File: src/hw/rtl/mx1_pkg.sv
`timescale 1ns / 1ps
package mx1_pkg;
    localparam int TAG_BITS_DEFAULT = 64;
    localparam int AD_MAX_BITS_DEFAULT = 64;

    localparam logic [1:0] ST_OK = 2'd0;
    localparam logic [1:0] ST_MSG_LONG = 2'd1;
    localparam logic [1:0] ST_AD_LONG = 2'd2;
    localparam logic [1:0] ST_NO_ROOM = 2'd3;

    localparam logic [1:0] REG_KEY_HIGH = 2'd0;
    localparam logic [1:0] REG_KEY_LOW = 2'd1;
    localparam logic [1:0] REG_PAD_AD = 2'd2;

    typedef struct packed {
        logic load;
        logic init1;
        logic round;
        logic last;
        logic mid;
        logic finish;
    } mx1_cmd_t;

    function automatic logic [7:0] sbox(input logic [7:0] a);
        logic [7:0] t [256];
        t = '{
        8'h63,8'h7c,8'h77,8'h7b,8'hf2,8'h6b,8'h6f,8'hc5,8'h30,8'h01,8'h67,8'h2b,8'hfe,8'hd7,8'hab,8'h76,
        8'hca,8'h82,8'hc9,8'h7d,8'hfa,8'h59,8'h47,8'hf0,8'had,8'hd4,8'ha2,8'haf,8'h9c,8'ha4,8'h72,8'hc0,
        8'hb7,8'hfd,8'h93,8'h26,8'h36,8'h3f,8'hf7,8'hcc,8'h34,8'ha5,8'he5,8'hf1,8'h71,8'hd8,8'h31,8'h15,
        8'h04,8'hc7,8'h23,8'hc3,8'h18,8'h96,8'h05,8'h9a,8'h07,8'h12,8'h80,8'he2,8'heb,8'h27,8'hb2,8'h75,
        8'h09,8'h83,8'h2c,8'h1a,8'h1b,8'h6e,8'h5a,8'ha0,8'h52,8'h3b,8'hd6,8'hb3,8'h29,8'he3,8'h2f,8'h84,
        8'h53,8'hd1,8'h00,8'hed,8'h20,8'hfc,8'hb1,8'h5b,8'h6a,8'hcb,8'hbe,8'h39,8'h4a,8'h4c,8'h58,8'hcf,
        8'hd0,8'hef,8'haa,8'hfb,8'h43,8'h4d,8'h33,8'h85,8'h45,8'hf9,8'h02,8'h7f,8'h50,8'h3c,8'h9f,8'ha8,
        8'h51,8'ha3,8'h40,8'h8f,8'h92,8'h9d,8'h38,8'hf5,8'hbc,8'hb6,8'hda,8'h21,8'h10,8'hff,8'hf3,8'hd2,
        8'hcd,8'h0c,8'h13,8'hec,8'h5f,8'h97,8'h44,8'h17,8'hc4,8'ha7,8'h7e,8'h3d,8'h64,8'h5d,8'h19,8'h73,
        8'h60,8'h81,8'h4f,8'hdc,8'h22,8'h2a,8'h90,8'h88,8'h46,8'hee,8'hb8,8'h14,8'hde,8'h5e,8'h0b,8'hdb,
        8'he0,8'h32,8'h3a,8'h0a,8'h49,8'h06,8'h24,8'h5c,8'hc2,8'hd3,8'hac,8'h62,8'h91,8'h95,8'he4,8'h79,
        8'he7,8'hc8,8'h37,8'h6d,8'h8d,8'hd5,8'h4e,8'ha9,8'h6c,8'h56,8'hf4,8'hea,8'h65,8'h7a,8'hae,8'h08,
        8'hba,8'h78,8'h25,8'h2e,8'h1c,8'ha6,8'hb4,8'hc6,8'he8,8'hdd,8'h74,8'h1f,8'h4b,8'hbd,8'h8b,8'h8a,
        8'h70,8'h3e,8'hb5,8'h66,8'h48,8'h03,8'hf6,8'h0e,8'h61,8'h35,8'h57,8'hb9,8'h86,8'hc1,8'h1d,8'h9e,
        8'he1,8'hf8,8'h98,8'h11,8'h69,8'hd9,8'h8e,8'h94,8'h9b,8'h1e,8'h87,8'he9,8'hce,8'h55,8'h28,8'hdf,
        8'h8c,8'ha1,8'h89,8'h0d,8'hbf,8'he6,8'h42,8'h68,8'h41,8'h99,8'h2d,8'h0f,8'hb0,8'h54,8'hbb,8'h16};
        return t[a];
    endfunction

    function automatic logic [7:0] xt(input logic [7:0] b);
        return {b[6:0], 1'b0} ^ (b[7] ? 8'h1b : 8'h00);
    endfunction
endpackage

File: src/hw/rtl/mx1_ctrl.sv
`timescale 1ns / 1ps
module mx1_ctrl (
    input  logic              clk,
    input  logic              rst_n,
    input  logic              start,
    input  logic              err,
    output logic              busy,
    output mx1_pkg::mx1_cmd_t cmd
);
    import mx1_pkg::*;

    typedef enum logic [4:0] {
        S_IDLE  = 5'b00001,
        S_INIT  = 5'b00010,
        S_RND1  = 5'b00100,
        S_RND2  = 5'b01000,
        S_DONE  = 5'b10000
    } state_t;

    state_t state_reg, state_next;
    logic [3:0] cnt_reg, cnt_next;

    always_ff @(posedge clk or negedge rst_n)
    begin
        if (!rst_n)
        begin
            state_reg <= S_IDLE;
            cnt_reg <= 4'd0;
        end
        else
        begin
            state_reg <= state_next;
            cnt_reg <= cnt_next;
        end
    end

    always_comb
    begin
        state_next = state_reg;
        cnt_next = cnt_reg;
        cmd = '0;
        case (state_reg)
            S_IDLE:
            begin
                if (start)
                begin
                    cmd.load = 1'b1;
                    state_next = S_INIT;
                end
            end
            S_INIT:
            begin
                if (err)
                begin
                    cmd.finish = 1'b1;
                    state_next = S_IDLE;
                end
                else
                begin
                    cmd.init1 = 1'b1;
                    cnt_next = 4'd1;
                    state_next = S_RND1;
                end
            end
            S_RND1:
            begin
                cmd.round = 1'b1;
                cmd.last = (cnt_reg == 4'd10);
                cnt_next = cnt_reg + 4'd1;
                if (cnt_reg == 4'd10)
                begin
                    cmd.mid = 1'b1;
                    cnt_next = 4'd1;
                    state_next = S_RND2;
                end
            end
            S_RND2:
            begin
                cmd.round = 1'b1;
                cmd.last = (cnt_reg == 4'd10);
                cnt_next = cnt_reg + 4'd1;
                if (cnt_reg == 4'd10)
                begin
                    state_next = S_DONE;
                end
            end
            S_DONE:
            begin
                cmd.finish = 1'b1;
                state_next = S_IDLE;
            end
            default:
            begin
                state_next = S_IDLE;
            end
        endcase
    end

    assign busy = (state_reg != S_IDLE);
endmodule

File: config.mk
export PLATFORM = sky130hd
export DESIGN_NAME = mx1_ctrl
export DESIGN_NICKNAME = d
export VERILOG_FILES = /design/src/hw/rtl/mx1_pkg.sv /design/src/hw/rtl/mx1_ctrl.sv
export SDC_FILE = /design/constraint.sdc
export NUM_CORES = 1
export LEC_CHECK = 0
export BUFFER_PORTS_ARGS = -buffer_cell sky130_fd_sc_hd__buf_2
export CAP_MARGIN = 20
export CORE_MARGIN = 2
export CORE_UTILIZATION = 33
export CTS_CLUSTER_DIAMETER = 100
export CTS_CLUSTER_SIZE = 14
export DETAILED_ROUTE_END_ITERATION = 16
export GPL_TIMING_DRIVEN = 0
export REMOVE_ABC_BUFFERS = 1
export SETUP_SLACK_MARGIN = 0.4
export SYNTH_ARGS = -nofsm -noshare
export SYNTH_HDL_FRONTEND = slang
export SYNTH_SLANG_ARGS = --single-unit
File: constraint.sdc
create_clock -name clk -period 1.8 [get_ports clk]
set_input_delay 0.09 -clock clk [delete_from_list [all_inputs] [get_ports clk]]
set_output_delay 0.09 -clock clk [all_outputs]
set_load 0.1 [all_outputs]
# Yosys cells after proc, flatten, opt, wreduce, memory -nomap -nowiden
# Index checks and enable logic that the tools add are counted.
[classes] add_sub_neg=1 eq_ne=11 n_mux=17 n_reduce_logical=4
[ops] operator="5-bit case mux with 4 select lines" count=1
[ops] operator="5-bit 2-to-1 mux" count=3
[ops] operator="4-bit case mux with 3 select lines" count=1
[ops] operator="4-bit 2-to-1 mux" count=2
[ops] operator="2-bit != test (second input constant)" count=4
[ops] operator="1-bit 2-to-1 mux" count=7
[ops] operator="5-bit by 1-bit == test with 1-bit output (second input constant)" count=1
[ops] operator="5-bit by 2-bit == test with 1-bit output (second input constant)" count=1
[ops] operator="5-bit by 3-bit == test with 1-bit output (second input constant)" count=1
[ops] operator="5-bit by 4-bit == test with 1-bit output (second input constant)" count=1
[ops] operator="5-bit == test (second input constant)" count=1
[ops] operator="5-bit by 1-bit != test with 1-bit output (second input constant)" count=1
[ops] operator="4-bit by 1-bit adder with 4-bit output (second input constant)" count=1
[ops] operator="4-bit == test (second input constant)" count=1
[ops] operator="3-bit 2-to-1 mux" count=1
[ops] operator="3-bit AND reduction" count=1
[ops] operator="3-bit nonzero test" count=1
[ops] operator="2-bit 2-to-1 mux" count=1
[ops] operator="1-bit case mux with 2 select lines" count=1
[ops] operator="2-bit AND reduction" count=1
[ops] operator="2-bit OR reduction" count=1
[word_totals] reg_bits=9 output_inout_bits=7 elab_cells=35

# Logic depth before layout (Yosys ltp)
# Gate-level depths: netlist of run 1.
[depth] ltp_word=3 depth_mapped=6

# Worst setup path after synthesis of run 1
# No wires, ideal clock.
[synth_path] path_kind="register to output" start="register state_reg[4]" end="output cmd[0] (netlist name)" t_arrival_ns=3.552 t_required_ns=1.710 slack_ns=-1.842 stages_incl_launch_ff=3 n_path_buf=0 path_cell_list="dfrtp_1 mux2_2 nor4_1"
[synth_rtl] element="from (decl)" line="mx1_ctrl.sv:20" text="state_t state_reg, state_next;"
[synth_rtl] element="from (signal assigned)" line="mx1_ctrl.sv:32" text="state_reg <= state_next;"
[synth_rtl] element="to (decl)" line="mx1_ctrl.sv:8" text="output mx1_pkg::mx1_cmd_t cmd"

==> out/results.tsv, run 1 <==
stage	metric	value	unit
grt	track_usage	0.1804	
grt	grt_pass1_wl	2622	um
clock_network	insertion_delay	0.27	ns
place	dp_hpwl	807.9	um
logic_synthesis	synth_edf_count	0	
logic_synthesis	synth_top_cell_area_share	0.3628	
place	place_area	606.8	um2
floorplanning	rows	14	
floorplanning	io_pins	11	
worst_setup_path	rrSetupSlack	0.22	ns
worst_setup_path	path_class	reg2out	
route	wirelength	1742	um
worst_setup_path	crit_family	buffers and inverters	
clock_network	cts-htree-levels	1	
clock_network	cts_sinks	9	
final_layout	syn_to_final_growth	91.16	%
sta	slew_headroom	0.8085	
clock_network	cts_buffers	3	
grt	grt_max_degree	10	
clock_network	cts_tree	yes	
worst_setup_path	cp.required	1.71	ns
power_and_ir_drop	pwr_density_cell	1220	mW/mm2
worst_setup_path	rr_worst_depth	7	
worst_setup_path	end_kind	output port	
logic_synthesis	synth_seq_cells	9	
logic_synthesis	synth_cell_types	29	
power_and_ir_drop	intPower	703.2	uW
final_layout	fillerInstances	113	
sta	fmax	0.6004	GHz
status	status	finished clean	
logic_synthesis	synth_ff_type	dfrtp_1	
worst_setup_path	slowest_stage	dfrtp_1	
place	gp_congestion	0.7528	
min_path	hold_class	in2reg	
logic_synthesis	yosysTopAreaCell	dfrtp_1	
logic_synthesis	synth_warnings	0	
power_and_ir_drop	leakage	0.0004542	uW
final_layout	multi_input_area	435.4	um2
power_and_ir_drop	seq_power_share	0.263	
min_path	min_to	state_reg[1]	
worst_setup_path	critical_path.cell_chain	inv_1 > ha_2 > nand3b_1 > buf_4 > nor3_4 > buf_12	
logic_synthesis	syn_area_per_cell	9.046	um2
floorplanning	core_area	0.001541	mm2
logic_synthesis	synth_area_leaders	dfrtp_1 (36%), nor3_1 (5.4%), nor2_1 (5.4%)	
floorplanning	initial_utilization	0.3580	
clock_network	clockBufferDepth	2	
power_and_ir_drop	ir_worst_vdd	0.9364	mV
route	vias	594	
sta	worst-slew-pin-transition	0.2872	ns
logic_synthesis	syn_area	551.8	um2
final_layout	finish.instance_area	0.001055	mm2
final_layout	largest_reg_flops	5	
power_and_ir_drop	p_sw_frac	0.4534	
route	first_pass_iters	4	
clock_network	clkTransAtPathRegs	0.07	ns
place	port_buffers	10	
worst_setup_path	r2r-start	state_reg[4]	
job	max_cap_viol_count	0	
final_layout	diodes	0	
logic_synthesis	syn_inst	61	
sta	post-route-min-period	1.666	ns
final_layout	layout.nets	101	
final_layout	final_util	0.6843	
route	route.detailed.drc	0	
logic_synthesis	seq_area_frac_synth	0.4104	
sta	final.setup.tns	0	ns
floorplanning	die_h	44.89	um
power_and_ir_drop	p_clk_frac	0.127	
sta	setup_viol	0	
power_and_ir_drop	share_comb_of_total_power	0.610	
sta	rsz0062_at_grt	yes	
worst_setup_path	slowest_delay	0.39	ns
sta	layout_setup_ws	0.1344	ns
floorplanning	dieArea	0.002015	mm2
grt	overflow	0	
floorplanning	fp.dieW	44.89	um
worst_setup_path	arrival	1.58	ns
worst_setup_path	cp_max_fo	3	
min_path	min_from	start	
route	drtIter0Drc	9	
power_and_ir_drop	power.net_switching	583.2	uW
grt	grt_pass1_vias	560	
sta	finalCritPeriodShare	0.9253	
clock_network	cts-root-buf	clkbuf_4	
sta	hold_viol_final	0	
worst_setup_path	cp-start-kind	flop	
route	final_antenna_net_count	0	
sta	finClkSkew	0.006820	ns
final_layout	register_area	231.5	um2
min_path	hold_depth	3	
place	dpl_worst_slack	0.06823	ns
route	wl_per_cell	15.84	um
sta	final_max_slew_viol_count	0	
logic_synthesis	async_flop_share	1.000	
grt	antenna_found_initial	0	
worst_setup_path	crit_buf_inv	3	
route	viasPerCell	5.400	
final_layout	drive_gt1_frac	0.6383	
worst_setup_path	r2r_end	state_reg[1]	
## per-layer routing
metal | vias to the layer above | global-route usage | wire length [um]
met1 | 297 | 0.2208 | 637
li1 | 282 | - | -
met5 | - | 0 | 0
met4 | 0 | 0.01765 | 0
met3 | 0 | 0.06800 | 79
met2 | 15 | 0.3130 | 1025
## worst min-delay path: cells and delay by family
kind                   cells  cell delay, ns
AND/OR/NAND/NOR            1            0.08
buffers and inverters      2            0.16
## area by class of cell
| type | count | area share |
|---|---|---|
| inverters | 2 | 0.007117 |
| clock buffers | 3 | 0.02135 |
| multi-input cells | 47 | 0.4128 |
| well taps | 16 | 0.01898 |
| repair buffers | 32 | 0.3155 |
| flip-flops and latches | 9 | 0.2195 |
| clock inverters | 1 | 0.004745 |
## timing repair
item / in CTS / in global routing
resized for setup: 41 / 20
endpoints found under the hold margin: 9 / 0
hold buffers: 1 / 0
buffers inserted: 16 / 5
setup endpoints to repair: 9 / 13
pin swaps: 7 / 13
## power groups by stage
| stage | Clock (uW) | Sequential, uW | Combinational, uW |
|---|---|---|---|
| 6_report | 163 | 339 | 785 |
| 5_1_grt | 186 | 345 | 830 |
| 3_3_place_gp | 0 | 335 | 382 |
| 2_1_floorplan | 0 | 316 | 333 |
| 3_5_place_dp | 0 | 336 | 385 |
| 4_1_cts | 168 | 331 | 621 |
## through the flow
step	hold WS, ns	power, uW	std cells
after detailed placement	-0.03977	721.1	84
after floorplan	-0.2056	649.5	58
after global routing	0.09638	1361	110
after global placement	-0.04373	717.3	84
after CTS	0.05410	1120	105
final	0.09865	1286	110
## layout by cell type (no fill, tap or decap), types with 2 or more instances in the layout
cell type | Yosys | routed
nand2_1 | 4 | 4
nor3_2 | 0 | 2
nor2_1 | 8 | 4
o21ai_1 | 0 | 3
dfrtp_2 | 0 | 4
nor2_4 | 0 | 3
buf_6 | 0 | 7
nor3_1 | 6 | 3
buf_4 | 0 | 14
nand3b_1 | 2 | 2
a22oi_2 | 0 | 2
dfrtp_1 | 8 | 4
buf_2 | 3 | 3
clkbuf_4 | 0 | 3
buf_12 | 0 | 6
inv_1 | 2 | 2
## Yosys cell counts, types with 2 or more instances
cell type,instances
a22oi_1,2
buf_2,3
dfrtp_1,8
ha_1,2
inv_1,2
nand2_1,4
nand3b_1,2
nor2_1,8
nor3_1,6
nor4_1,2
o21ai_0,4
## worst max path at each step
stage                       startpoint     end  slack [ns]  cells past startpoint
final                       cnt_reg[0]  cmd[2]        0.13                      6
after detailed placement  state_reg[4]  cmd[3]        0.07                      3
after CTS                   cnt_reg[0]  cmd[2]        0.15                      6
after floorplan           state_reg[4]  cmd[0]       -1.84                      2
after global routing        cnt_reg[0]  cmd[2]        0.06                      6
after global placement    state_reg[4]  cmd[3]        0.08                      3
## kinds of logic after synthesis
logic type      after synthesis  share of synthesized area
mux                           1                    0.02041
compound gates               11                     0.1406
buf+inv                       5                    0.04081
simple gates                 31                     0.3107
flops                         9                     0.4104
xor+xnor                      2                    0.03175
fa+ha+maj                     2                    0.04534
Power figures use the tool's default switching activity.
==> run 2, diff against run 1 <==
--- a/config.mk
+++ b/config.mk
@@ -14,6 +14,8 @@
 export DETAILED_ROUTE_END_ITERATION = 16
 export GPL_TIMING_DRIVEN = 0
+export HOLD_SLACK_MARGIN = 0.1
 export REMOVE_ABC_BUFFERS = 1
 export SETUP_SLACK_MARGIN = 0.4
+export SKIP_CTS_REPAIR_TIMING = 1
 export SYNTH_ARGS = -nofsm -noshare
 export SYNTH_HDL_FRONTEND = slang
==> constraint.sdc (replaced) <==
create_clock -name clk -period 1.8 [get_ports clk]
set_input_delay 0.09 -clock clk [delete_from_list [all_inputs] [get_ports clk]]
set_output_delay 0.09 -clock clk [all_outputs]
set_load 0.01 [all_outputs]
==> out/results.tsv, run 2 (synthesized netlist as in run 1, its figures left out) <==
stage	metric	value	unit
status	status	finished clean	
final_layout	layout.cells.non_filler	100	
clock_network	cts-root-buf	clkbuf_4	
grt	grt_max_degree	12	
final_layout	layout_common_cells	buf_2 (10), buf_4 (7), nor2_1 (5)	
power_and_ir_drop	leakage	0.0003739	uW
route	dr_wl_met3	70	um
place	gp_congestion	0.7528	
min_path	hold_depth	4	
worst_setup_path	cp.required	1.71	ns
grt	track_usage	0.1331	
worst_setup_path	end_kind	output port	
route	wirelength	1420	um
power_and_ir_drop	share_comb_of_total_power	0.383	
sta	finalCritPeriodShare	0.9123	
power_and_ir_drop	p_sw_frac	0.3855	
power_and_ir_drop	seq_power_share	0.417	
grt	grt_pass1_vias	419	
route	route.detailed.drc	0	
route	vias	538	
floorplanning	rows	14	
place	port_buffers	10	
route	wl_met2	710	um
floorplanning	initial_utilization	0.3580	
worst_setup_path	critical_path.cell_chain	inv_1 > ha_1 > nand3b_1 > buf_4 > nor3_2 > buf_2	
floorplanning	fp.dieW	44.89	um
grt	antenna_found_initial	0	
final_layout	drive_gt1_frac	0.5119	
sta	slew_headroom	0.8122	
floorplanning	io_pins	11	
worst_setup_path	path_class	reg2out	
worst_setup_path	rr_worst_depth	4	
grt	grt_pass1_wl	1945	um
worst_setup_path	cp-start-kind	flop	
clock_network	cts_buffers	3	
route	wl_per_cell	14.20	um
sta	final_max_slew_viol_count	0	
power_and_ir_drop	power.net_switching	317.7	uW
sta	setup_viol	0	
clock_network	cts_sinks	9	
worst_setup_path	slowest_stage	dfrtp_1	
route	final_antenna_net_count	0	
sta	layout_setup_ws	0.1578	ns
power_and_ir_drop	ir_worst_vdd	0.5338	mV
clock_network	clkTransAtPathRegs	0.07	ns
final_layout	fillerInstances	153	
min_path	hold_class	in2reg	
floorplanning	core_area	0.001541	mm2
job	max_cap_viol_count	0	
worst_setup_path	cp_max_fo	5	
min_path	min_to	state_reg[2]	
floorplanning	dieArea	0.002015	mm2
final_layout	largest_reg_flops	5	
sta	rsz0062_at_grt	yes	
place	dp_hpwl	807.9	um
place	dp.cells	84	
worst_setup_path	rrSetupSlack	0.30	ns
clock_network	cts-htree-levels	1	
min_path	min_from	err	
route	wl_met1	628	um
place	dpl_worst_slack	0.2580	ns
final_layout	mostFrequentLayoutCell	buf_2	
sta	post-route-min-period	1.642	ns
sta	final.setup.tns	0	ns
final_layout	multi_input_area	355.3	um2
grt	overflow	0	
worst_setup_path	slowest_delay	0.40	ns
worst_setup_path	r2r-start	state_reg[2]	
sta	fmax	0.6089	GHz
sta	finClkSkew	0.009910	ns
final_layout	diodes	0	
final_layout	register_area	231.5	um2
final_layout	final_util	0.5146	
sta	hold_viol_final	0	
floorplanning	die_h	44.89	um
power_and_ir_drop	p_clk_frac	0.200	
clock_network	insertion_delay	0.27	ns
final_layout	syn_to_final_growth	43.76	%
clock_network	clockBufferDepth	2	
worst_setup_path	r2r_end	cnt_reg[3]	
sta	worst-slew-pin-transition	0.2803	ns
route	highest_layer	met4	
final_layout	layout.nets	91	
route	viasPerCell	5.380	
route	first_pass_iters	2	
power_and_ir_drop	intPower	506.5	uW
clock_network	cts_tree	yes	
worst_setup_path	arrival	1.55	ns
route	drtIter0Drc	9	
power_and_ir_drop	pwr_density_cell	1039	mW/mm2
## run 2: layout make-up
| type | count | area share |
|---|---|---|
| sequential | 9 | 0.2918 |
| timing repair buffer | 22 | 0.1909 |
| clock inverter | 1 | 0.006309 |
| clock buffer | 3 | 0.02839 |
| inverter | 2 | 0.009464 |
| tap | 16 | 0.02524 |
| multi-input combinational | 47 | 0.4479 |
## run 2: metal layers
metal,vias up,track usage
met5,-,0
met4,0,0.01765
met3,2,0.06000
met2,12,0.2000
met1,258,0.1816
li1,266,-
## run 2: worst max path at each step
| stage | endpoint | startpoint | slack [ns] | cells after the start |
|---|---|---|---|---|
| floorplan | cnt_reg[3] | state_reg[2] | 0.38 | 4 |
| global placement | cnt_reg[3] | state_reg[2] | 0.25 | 4 |
| detailed placement | cnt_reg[3] | state_reg[2] | 0.26 | 4 |
| CTS | cmd[3] | state_reg[4] | 0.05 | 3 |
| global route | cmd[1] | cnt_reg[0] | 0.05 | 6 |
| finish | cmd[2] | cnt_reg[0] | 0.16 | 6 |
## run 2: power groups by stage
stage          logic [uW]  registers, uW  clock network, uW
3_5_place_dp          211            336                  0
2_1_floorplan         159            316                  0
5_1_grt               353            354                186
3_3_place_gp          209            335                  0
6_report              316            344                165
4_1_cts               213            333                168
## run 2: critical path: cells and delay by family (launching register included)
| kind | cells | cell delay (ns) |
|---|---|---|
| DFF | 1 | 0.40 |
| buffers and inverters | 3 | 0.41 |
| and+or+nand+nor | 2 | 0.30 |
| adders and majority gates | 1 | 0.16 |
## run 2: stage by stage
stage | cell area, um2 | total power (uW) | hold WS [ns]
6_report | 793.3 | 824.2 | 0.1739
5_1_grt | 793.3 | 892.8 | 0.2040
4_1_cts | 634.4 | 714.5 | -0.3359
3_5_place_dp | 606.8 | 547.7 | -0.03977
3_3_place_gp | 606.8 | 543.9 | -0.04373
2_1_floorplan | 536.8 | 475.3 | -0.2056
